### config.mk
export PLATFORM = sky130hd
export DESIGN_NAME = sacl_ctrl
export DESIGN_NICKNAME = d
export VERILOG_FILES = /design/src/hdl/sacl_pkg.sv /design/src/hdl/sacl_ctrl.sv
export SDC_FILE = /design/constraint.sdc
export NUM_CORES = 1
export LEC_CHECK = 0
export BUFFER_PORTS_ARGS = -buffer_cell sky130_fd_sc_hd__buf_2
export CORE_AREA = 2 2 39 41
export CTS_BUF_LIST = sky130_fd_sc_hd__clkbuf_4 sky130_fd_sc_hd__clkbuf_8
export CTS_CLUSTER_DIAMETER = 40
export DETAILED_ROUTE_END_ITERATION = 16
export DIE_AREA = 0 0 41 43
export PLACE_DENSITY = 0.35
export RECOVER_POWER = 100
export SETUP_SLACK_MARGIN = 0.05
export SYNTH_ARGS = -nofsm -noshare
export SYNTH_HDL_FRONTEND = slang
export SYNTH_SLANG_ARGS = --single-unit
### constraint.sdc
create_clock -name clock -period 4.2 [get_ports clock]
set_clock_uncertainty 0.05 [all_clocks]
set_input_delay 0.42 -clock clock [delete_from_list [all_inputs] [get_ports clock]]
set_output_delay 0.42 -clock clock [all_outputs]
set_load 0.03 [all_outputs]
### src/hdl/sacl_pkg.sv
package sacl_pkg;

   localparam int ADDR_BITS    = 32;
   localparam int RSP_WAY_BITS = 2;

   typedef enum logic [1:0] {
      ST_CLEAR,
      ST_IDLE,
      ST_SCAN,
      ST_FINISH
   } state_type;

   // controller -> datapath
   typedef struct packed {
      logic clear_step;  // zero one line of the tag store
      logic load_req;    // capture the request word, read way 0
      logic scan;        // evaluate the way just read, read the next one
      logic finish;      // final write, load the response word
   } dp_cmd_type;

   // datapath -> controller
   typedef struct packed {
      logic clear_last;
      logic scan_last;
   } dp_sts_type;

endpackage

### src/hdl/sacl_ctrl.sv
module sacl_ctrl
   import sacl_pkg::*;
(
   input  logic       clock,
   input  logic       reset,
   input  logic       req_valid,
   output logic       req_stall,
   output logic       rsp_valid,
   input  logic       rsp_stall,
   output dp_cmd_type cmd,
   input  dp_sts_type sts
);

   state_type state_ff, state_in;
   logic      rsp_valid_ff, rsp_valid_in;

   always_ff @(posedge clock) begin
      if (reset) begin
         state_ff     <= ST_CLEAR;
         rsp_valid_ff <= 1'b0;
      end else begin
         state_ff     <= state_in;
         rsp_valid_ff <= rsp_valid_in;
      end
   end

   always_comb begin
      state_in     = state_ff;
      cmd          = '0;
      rsp_valid_in = rsp_valid_ff && rsp_stall;
      req_stall    = 1'b1;
      case (state_ff)
         ST_CLEAR: begin
            cmd.clear_step = 1'b1;
            if (sts.clear_last) begin
               state_in = ST_IDLE;
            end
         end
         ST_IDLE: begin
            req_stall = 1'b0;
            if (req_valid) begin
               cmd.load_req = 1'b1;
               state_in     = ST_SCAN;
            end
         end
         ST_SCAN: begin
            cmd.scan = 1'b1;
            if (sts.scan_last) begin
               state_in = ST_FINISH;
            end
         end
         ST_FINISH: begin
            // hold until the response slot is free or being emptied
            if (!rsp_valid_ff || !rsp_stall) begin
               cmd.finish   = 1'b1;
               rsp_valid_in = 1'b1;
               state_in     = ST_IDLE;
            end
         end
         default: begin
            state_in = ST_IDLE;
         end
      endcase
   end

   assign rsp_valid = rsp_valid_ff;

endmodule

# Yosys cells after proc, flatten, opt, wreduce, memory -nomap -nowiden

Index checks and enable logic that the tools add are counted.

Output and inout bits: 6
Input bits: 6
Flip-flop bits (word level): 3
Logic and storage cells: 29

Reduce and logical (&&, ||, !) cells: 6
Muxes and demuxes: 14
Equal/unequal tests: 7

Operators with widths:

| cell               | number |
|---|---|
| $mux 1             | 9 |
| $mux 2             | 4 |
| $ne 2x2->1 const B | 4 |
| $pmux 2 s4         | 1 |
| $eq 2x2->1 const B | 2 |
| $reduce_and 4->1   | 1 |
| $eq 2x1->1 const B | 1 |
| $logic_not 1->1    | 2 |
| $logic_not 2->1    | 1 |
| $logic_and 1x1->1  | 1 |
| $logic_or 1x1->1   | 1 |

# Depth between registers and ports, before layout

Gate-level depths: netlist (run 1).

Depth in word-level cells: 4
Gate-level depth with buffers: 5

# Worst setup path before layout (run 1)

No wires, ideal clock.

Path kind: register -> output
Start: register state_ff[0]
End: output port cmd[0] in the netlist's numbering
Data arrival time: 1.268 ns
Slack: 2.462 ns
Path buffers: 0
Cell stages (with the launch flop): 3
Required time: 3.730 ns
Cells stage by stage: dfxtp_1 ha_1 a21boi_0

RTL lines:

| what                     | RTL line        | text |
|---|---|---|
| start: declaration       | sacl_ctrl.sv:14 | `state_type state_ff, state_in;` |
| start signal: assignment | sacl_ctrl.sv:22 | `state_ff <= state_in;` |
| end: declaration         | sacl_ctrl.sv:10 | `output dp_cmd_type cmd,` |

==> results of run 1 <==
==> per-layer routing <==
layer | GRT usage, % | part of all wire, %
met2 | 10.6 | 53
met5 | 0 | 0
met4 | 6.00 | 0
met1 | 6.05 | 43
met3 | 4.71 | 3.7
==> report_power, final <==
part / leakage [nW] / internal, mW / switching [mW] / total (mW)
Sequential: 0.0247 / 0.0390 / 0.0102 / 0.0491
Combinational: 0.0999 / 0.0407 / 0.0840 / 0.125
Clock: 0.0184 / 0.0420 / 0.0150 / 0.0570
Total: 0.143 / 0.122 / 0.109 / 0.231
==> metrics by stage <==
step	util (%)	instance area, um^2	power, mW	cells
finish	23.1	319	0.231	56
global route	23.1	319	0.255	56
CTS	24.1	333	0.248	56
global placement	21.9	303	0.187	52
detailed placement	21.9	303	0.188	52
floorplan	-	228	0.156	25
==> how the worst max path moves through the flow <==
| stage | startpoint | cells after the start | endpoint | slack (ps) |
|---|---|---|---|---|
| floorplan | state_ff[0] | 2 | cmd[0] | 2460 |
| global route | state_ff[1] | 5 | cmd[2] | 2290 |
| finish | state_ff[1] | 3 | cmd[0] | 2400 |
| detailed placement | state_ff[0] | 5 | state_ff[0] | 2650 |
| global placement | state_ff[0] | 5 | state_ff[0] | 2670 |
| CTS | state_ff[1] | 3 | cmd[0] | 2500 |
==> state kept, by name, summed over array words and instances, names as in the netlist <==
register,count
state_ff,2
rsp_valid,1
==> logic make-up (layout without fill, tap and decap cells) <==
family                     Yosys count  count (layout)
and+or+nand+nor                      8               8
AOI/OAI and AO/OA                    5               5
adders and majority gates            4               4
buffers and inverters                4              19
DFF                                  3               3
muxes                                1               1
==> layout make-up <==
class | instances | area (um^2) | share of cell area (%)
multi-input combinational | 18 | 146 | 45.9
tap | 16 | 20.0 | 6.27
inverter | 4 | 15.0 | 4.71
timing repair buffer | 11 | 47.5 | 14.9
sequential | 3 | 60.1 | 18.8
clock buffer | 4 | 30.0 | 9.41
==> placed cells by master, fill, tap and decap left out <==
cell       n
o41ai_1    1
clkbuf_4   4
ha_1       4
nor2b_1    2
or4_1      1
and3_4     1
inv_1      3
clkbuf_1   6
clkinv_1   1
dfxtp_1    3
a21oi_1    2
mux2i_1    1
a21boi_0   1
a2111oi_0  1
buf_2      5
nand2b_1   2
nor2_1     2
==> worst max-delay path, delay by kind of cell (launching register included) <==
| kind | cells | cell delay (ps) |
|---|---|---|
| AOI/OAI and AO/OA | 1 | 190 |
| buffers and inverters | 1 | 330 |
| DFF | 1 | 370 |
| adders and majority gates | 1 | 210 |
==> flow_summary.yaml, run 1 <==
global_routing:
  grt_overflow_total: 0
  grt_pass1_vias: 217
  grt_pass1_wl_um: 779
  antenna_found_initial: 0
  track_usage_pct: 7.11
  grt_max_degree: 5
critical_path:
  timing.rr.end: "state_ff[1]"
  crit_slowest_cell: "dfxtp_1"
  worstPathRequired_ps: 3730
  reg2reg_from: "state_ff[0]"
  regToRegSetupSlack_ps: 2490
  path_cells: "ha_1 > a21boi_0 > clkbuf_1"
  slowest_delay_ps: 370
  crit_path_max_fanout: 4
  critPathLaunchType: "flop"
  endpoint_kind: "output pin"
  critical_path_class: "reg -> out"
  ff2ff_path_depth: 5
  arrival_ps: 1330
layout:
  diodes: 0
  n_fill_cell: 174
  drive_gt1_share_pct: 25.0
  area_growth_pct: 40.1
  nets: 51
clock_tree:
  h-tree-depth: 1
  cts.clk_slew.worst_paths_ps: 40
  clock-sinks: 3
  hold_buffers: 0
  cts_tree: "yes"
  cts_buffer_depth: 2
  numCtsBuffers: 3
  post_cts_resized: 0
  postCtsSetupBuffers: 0
  clock_latency_ps: 230
  cts_root_buf: "clkbuf_4"
logic_synthesis:
  synthMuxAreaShare_pct: 4.40
  ys_seq_area_share_pct: 26.4
  synth_compound_area_share_pct: 18.1
  synth_cell_types: 14
  synth.ff_latch_count: 3
  synth_top_family_by_area: "simple AND/OR/NAND/NOR gates"
  syn_inst: 25
  synth_fp_nets: 35
  yosysTopAreaCell: "dfxtp_1"
  synth_area_leaders: "dfxtp_1 (26%), ha_1 (22%), a2111oi_2 (6.6%), nand2b_1 (5.5%), nor2b_1 (5.5%)"
  synth-edff-count: 0
  ys_warn_count: 0
  synth_commonest_cells: "ha_1 (4), dfxtp_1 (3), inv_1 (3)"
  synthXorXnorAreaFrac_pct: 0
  syn_area_um2: 228
  synth_most_common_cell: "ha_1"
  async_reset_ff_share_pct: 0
  synthAdderAreaFrac_pct: 22.0
  synth-simple-area-share_pct: 22.5
  ys.flop_type: "dfxtp_1"
  synth_area_per_cell_um2: 9.11
  synth_top_area_share_pct: 26.4
detailed_routing:
  post_drt_via_cell_ratio: 3.84
  ant_nets: 0
  routed_wl_um: 462
  vias: 215
  drtIter0Drc: 0
  wire_per_inst_um: 8.25
  dr.pass1.iters: 1
  drc: 0
timing:
  final.period_utilization_pct: 42.8
  setup_violations: 0
  max_slew.worst_pin.slew_ps: 620
  timing.final.crit_period_ps: 1800
  fmax_mhz: 556
  fin_tns_setup_ps: 0
  holdWs_ps: 348
  slew_headroom_pct: 57.6
  hold_viol_final: 0
  rsz0062_at_grt: "no"
  setup_ws_ps: 2400
  drv_slew: 0
status:
  outcome: "completed"
floorplan:
  die-width_um: 41
  io_pins: 12
  fp.dieH_um: 43
  row_count: 14
  core_area_um2: 1380
  die_area_um2: 1760
  initial_core_util_pct: 16.5
pwr:
  ir_drop_uv: 149
  power_density_nw_per_um2: 723
  p_leak_nw: 0.143
flow_run:
  max_cap_violations: 0
worst_hold_path:
  hold_path_end: "state_ff[0]"
  hp-start: "reset"
  min_path_cells: 2
  hold_path_class: "in -> reg"
placed_design:
  portBuffers: 11
  gp_congestion: 0.663
  pre_cts_ws_ps: 2650
(Power assumes the default switching activity.)
==> run 2, diff against run 1 <==
==> constraint.sdc (replaced) <==
create_clock -name clock -period 1.85 [get_ports clock]
set_clock_uncertainty 0.05 [all_clocks]
set_input_delay 0.185 -clock clock [delete_from_list [all_inputs] [get_ports clock]]
set_output_delay 0.185 -clock clock [all_outputs]
set_load 0.03 [all_outputs]
==> flow_summary.yaml, run 2 (same netlist as run 1, synthesis figures left out) <==
timing:
  hold_viol_final: 0
  fmax_mhz: 636
  setup_ws_ps: 277
  slew_headroom_pct: 75.9
  drv_slew: 0
  rsz0062_at_grt: "no"
  timing.final.crit_period_ps: 1570
  final.period_utilization_pct: 85.1
  max_slew.worst_pin.slew_ps: 363
  fin_tns_setup_ps: 0
  setup_violations: 0
floorplan:
  die-width_um: 41
  initial_core_util_pct: 16.5
  fp.dieH_um: 43
  die_area_um2: 1760
  core_area_um2: 1380
  io_pins: 12
  row_count: 14
detailed_routing:
  post_drt_via_cell_ratio: 3.88
  vias: 217
  wire_per_inst_um: 8.93
  wl_met2_um: 264
  dr.pass1.iters: 2
  routed_wl_um: 500
  met1_length_um: 210
  route.met3.wl_um: 26
  top_layer_used: "met3"
  drtIter0Drc: 1
  drc: 0
  ant_nets: 0
critical_path:
  endpoint_kind: "flop"
  worstPathRequired_ps: 1970
  path_cells: "inv_1 > ha_1 > nor2b_1 > or4_1 > a21oi_1"
  crit_slowest_cell: "or4_1"
  regToRegSetupSlack_ps: 280
  critical_path_class: "reg -> reg"
  critPathLaunchType: "flop"
  slowest_delay_ps: 480
  ff2ff_path_depth: 5
  arrival_ps: 1690
  timing.rr.end: "state_ff[0]"
  reg2reg_from: "state_ff[0]"
  crit_path_max_fanout: 4
global_routing:
  grt_max_degree: 5
  grt_pass1_wl_um: 931
  grt_overflow_total: 0
  grt_pass1_vias: 245
  track_usage_pct: 8.22
  antenna_found_initial: 0
layout:
  n_fill_cell: 164
  nets: 51
  drive_gt1_share_pct: 27.5
  largest_reg_flops: 2
  multi_input_area_um2: 153
  area_growth_pct: 42.9
  largest_register: "state_ff"
  register_area_um2: 60.1
  final_common_cell: "clkbuf_1"
  diodes: 0
  final_cell_mix: "clkbuf_1 (6), buf_2 (5), ha_1 (4), clkbuf_4 (4)"
  postLayoutCoreUtil_pct: 23.5
placed_design:
  gp_congestion: 0.648
  dp_hpwl_um: 419
  portBuffers: 11
  pre_cts_ws_ps: 288
clock_tree:
  cts_tree: "yes"
  hold_buffers: 0
  cts.clk_slew.worst_paths_ps: 40
  h-tree-depth: 1
  postCtsSetupBuffers: 0
  cts_buffer_depth: 2
  cts_root_buf: "clkbuf_4"
  numCtsBuffers: 3
  clock-sinks: 3
  clock_latency_ps: 230
  post_cts_resized: 0
pwr:
  p_leak_nw: 0.144
  finalPower_uw: 541
  power_density_nw_per_um2: 1660
  ir_drop_uv: 432
worst_hold_path:
  min_path_cells: 2
  hp-start: "reset"
  hold_path_end: "state_ff[0]"
  hold_path_class: "in -> reg"
status:
  outcome: "completed"
flow_run:
  max_cap_violations: 0
[run 2: worst max-delay path: cells and delay by family (launching register included)]
kind                     cells  cell delay [ps]
AND/OR/NAND/NOR              2              640
AO/OA/AOI/OAI                1              140
adder cells (fa/ha/maj)      1              210
flip-flops                   1              370
buffers and inverters        1               80
[run 2: power breakdown]
part / switching (mW) / internal (mW)
clock: 0.0354 / 0.0955
combinational: 0.198 / 0.100
sequential: 0.0236 / 0.0885
[run 2: cell type report]
type	instances	share of cell area (%)
Multi-Input combinational cell	18	46.9
Inverter	4	4.62
Sequential cell	3	18.5
Tap cell	16	6.15
Clock buffer	4	9.23
Timing Repair Buffer	11	14.6
[run 2: worst max-delay path by stage]
stage                            from           to  slack (ps)  cells after the start
after global placement    state_ff[0]  state_ff[0]         330                      5
after detailed placement  state_ff[0]  state_ff[0]         290                      5
final                     state_ff[0]  state_ff[0]         280                      5
after CTS                 state_ff[0]  state_ff[0]         280                      5
after global routing      state_ff[1]       cmd[2]         110                      5
after floorplan           state_ff[0]  state_ff[0]         220                      5
[run 2: through the flow]
step	cell area, um^2	cells	hold WS [ps]
after floorplan	228	25	204
after global placement	303	52	350
after detailed placement	303	52	346
after CTS	333	56	98.3
after global routing	325	56	96.5
final	325	56	100
[run 2: routing by layer]
| metal | track usage (%) | up-vias |
|---|---|---|
| met5 | 0 | - |
| met4 | 6.00 | 0 |
| met3 | 4.71 | 0 |
| met2 | 12.5 | 4 |
| met1 | 7.69 | 98 |
| li1 | - | 115 |
==> run 3, diff against run 2 <==
--- a/config.mk
+++ b/config.mk
@@ -11,7 +11,7 @@
 export CTS_CLUSTER_DIAMETER = 40
 export DETAILED_ROUTE_END_ITERATION = 16
 export DIE_AREA = 0 0 41 43
-export PLACE_DENSITY = 0.35
+export PLACE_DENSITY = 0.36
 export RECOVER_POWER = 100
 export SETUP_SLACK_MARGIN = 0.05
 export SYNTH_ARGS = -nofsm -noshare
==> constraint.sdc (replaced) <==
create_clock -name clock -period 1.3 [get_ports clock]
set_clock_uncertainty 0.05 [all_clocks]
set_input_delay 0.13 -clock clock [delete_from_list [all_inputs] [get_ports clock]]
set_output_delay 0.13 -clock clock [all_outputs]
set_load 0.03 [all_outputs]
==> flow_summary.yaml, run 3 (same netlist as run 1, synthesis figures left out) <==
global_routing:
  grt_overflow_total: 0
  grt_pass1_vias: 238
  grt_max_degree: 5
  track_usage_pct: 8.23
  grt_pass1_wl_um: 897
  antenna_found_initial: 0
clock_tree:
  h-tree-depth: 1
  clock_latency_ps: 230
  cts_root_buf: "clkbuf_4"
  cts.clk_slew.worst_paths_ps: 40
  cts_buffer_depth: 2
  numCtsBuffers: 3
  clock-sinks: 3
  hold_buffers: 0
  cts_tree: "yes"
floorplan:
  fp.dieH_um: 43
  die-width_um: 41
  initial_core_util_pct: 16.5
  io_pins: 12
  core_area_um2: 1380
  die_area_um2: 1760
  row_count: 14
layout:
  postLayoutCellArea_um2: 509
  largest_register: "state_ff"
  final_cell_mix: "buf_2 (8), buf_6 (6), ha_4 (4), clkbuf_4 (4)"
  diodes: 0
  final_common_cell: "buf_2"
  drive_gt1_share_pct: 83.7
  nets: 54
  largest_reg_flops: 2
  area_growth_pct: 124
timing:
  setup_violations: 4
  drv_slew: 0
  hold_viol_final: 0
  fin_tns_setup_ps: -267
  setup_ws_ps: -166
  timing.final.crit_period_ps: 1470
  final.period_utilization_pct: 113
  rsz0062_at_grt: "yes"
  slew_headroom_pct: 81.2
  max_slew.worst_pin.slew_ps: 279
  fmax_mhz: 682
status:
  violations: "negative setup slack"
  outcome: "finished with violations"
pwr:
  finalPower_mw: 1.18
  p_leak_nw: 0.207
  ir_drop_uv: 783
  power_density_nw_per_um2: 2310
critical_path:
  regToRegSetupSlack_ps: -170
  worstPathRequired_ps: 1420
  path_cells: "buf_6 > ha_4 > nor2b_4 > or4_4 > a21oi_2"
  critical_path_class: "reg -> reg"
  crit_path_max_fanout: 3
  critPathLaunchType: "flop"
  crit_slowest_cell: "or4_4"
  endpoint_kind: "flop"
  arrival_ps: 1580
  slowest_delay_ps: 480
detailed_routing:
  drtIter0Drc: 0
  dr.pass1.iters: 1
  ant_nets: 0
  drc: 0
  vias: 242
  routed_wl_um: 589
  post_drt_via_cell_ratio: 4.10
  wire_per_inst_um: 9.98
worst_hold_path:
  hold_path_class: "in -> reg"
flow_run:
  max_cap_violations: 0
placed_design:
  gp_congestion: 0.632
  post_dp_cell_area_um2: 353
  portBuffers: 11
  pre_cts_ws_ps: -144
==> run 3: metrics by stage <==
stage | utilization (%) | hold slack (ps) | instances
6_report | 36.8 | 33.3 | 59
3_5_place_dp | 25.5 | 284 | 53
2_1_floorplan | - | 142 | 25
4_1_cts | 30.9 | 21.6 | 57
3_3_place_gp | 25.5 | 278 | 53
5_1_grt | 36.8 | 32.0 | 59
==> run 3: where the power goes <==
group | leakage [nW] | switching, mW | internal (mW)
clock network | 0.0184 | 0.0510 | 0.136
registers | 0.0259 | 0.0558 | 0.144
logic | 0.163 | 0.391 | 0.399
==> run 3: worst max-delay path, delay by kind of cell, from the launching register on <==
kind,cells,cell delay (ps)
and+or+nand+nor,2,610
DFF,1,350
AOI/OAI and AO/OA,1,120
adders and majority gates,1,150
buffers and inverters,1,120
==> run 3: timing repair <==
item	CTS	global route
pin swaps	1	4
setup endpoints to repair	5	6
gates resized for setup	14	13
cloned	0	0
setup buffers	0	2
==> run 3: area by class of cell <==
cell class	count	area [um^2]
Fill cell	150	875
Tap cell	16	20.0
Sequential cell	3	67.6
Inverter	4	20.0
Clock buffer	4	30.0
Timing Repair Buffer	14	108
Multi-Input combinational cell	18	264
==> run 3: final timing paths <==
kind          startpoint           to  depth (start not counted)
min reg2reg    rsp_valid    rsp_valid                          2
max reg2reg  state_ff[1]  state_ff[0]                          5
max          state_ff[1]  state_ff[0]                          5
min                reset  state_ff[0]                          2
==> run 3: metal layers <==
layer,GRT usage (%),part of all wire (%)
met1,6.43,37
met2,12.8,58
met3,4.71,4.4
met4,8.00,0
met5,0,0
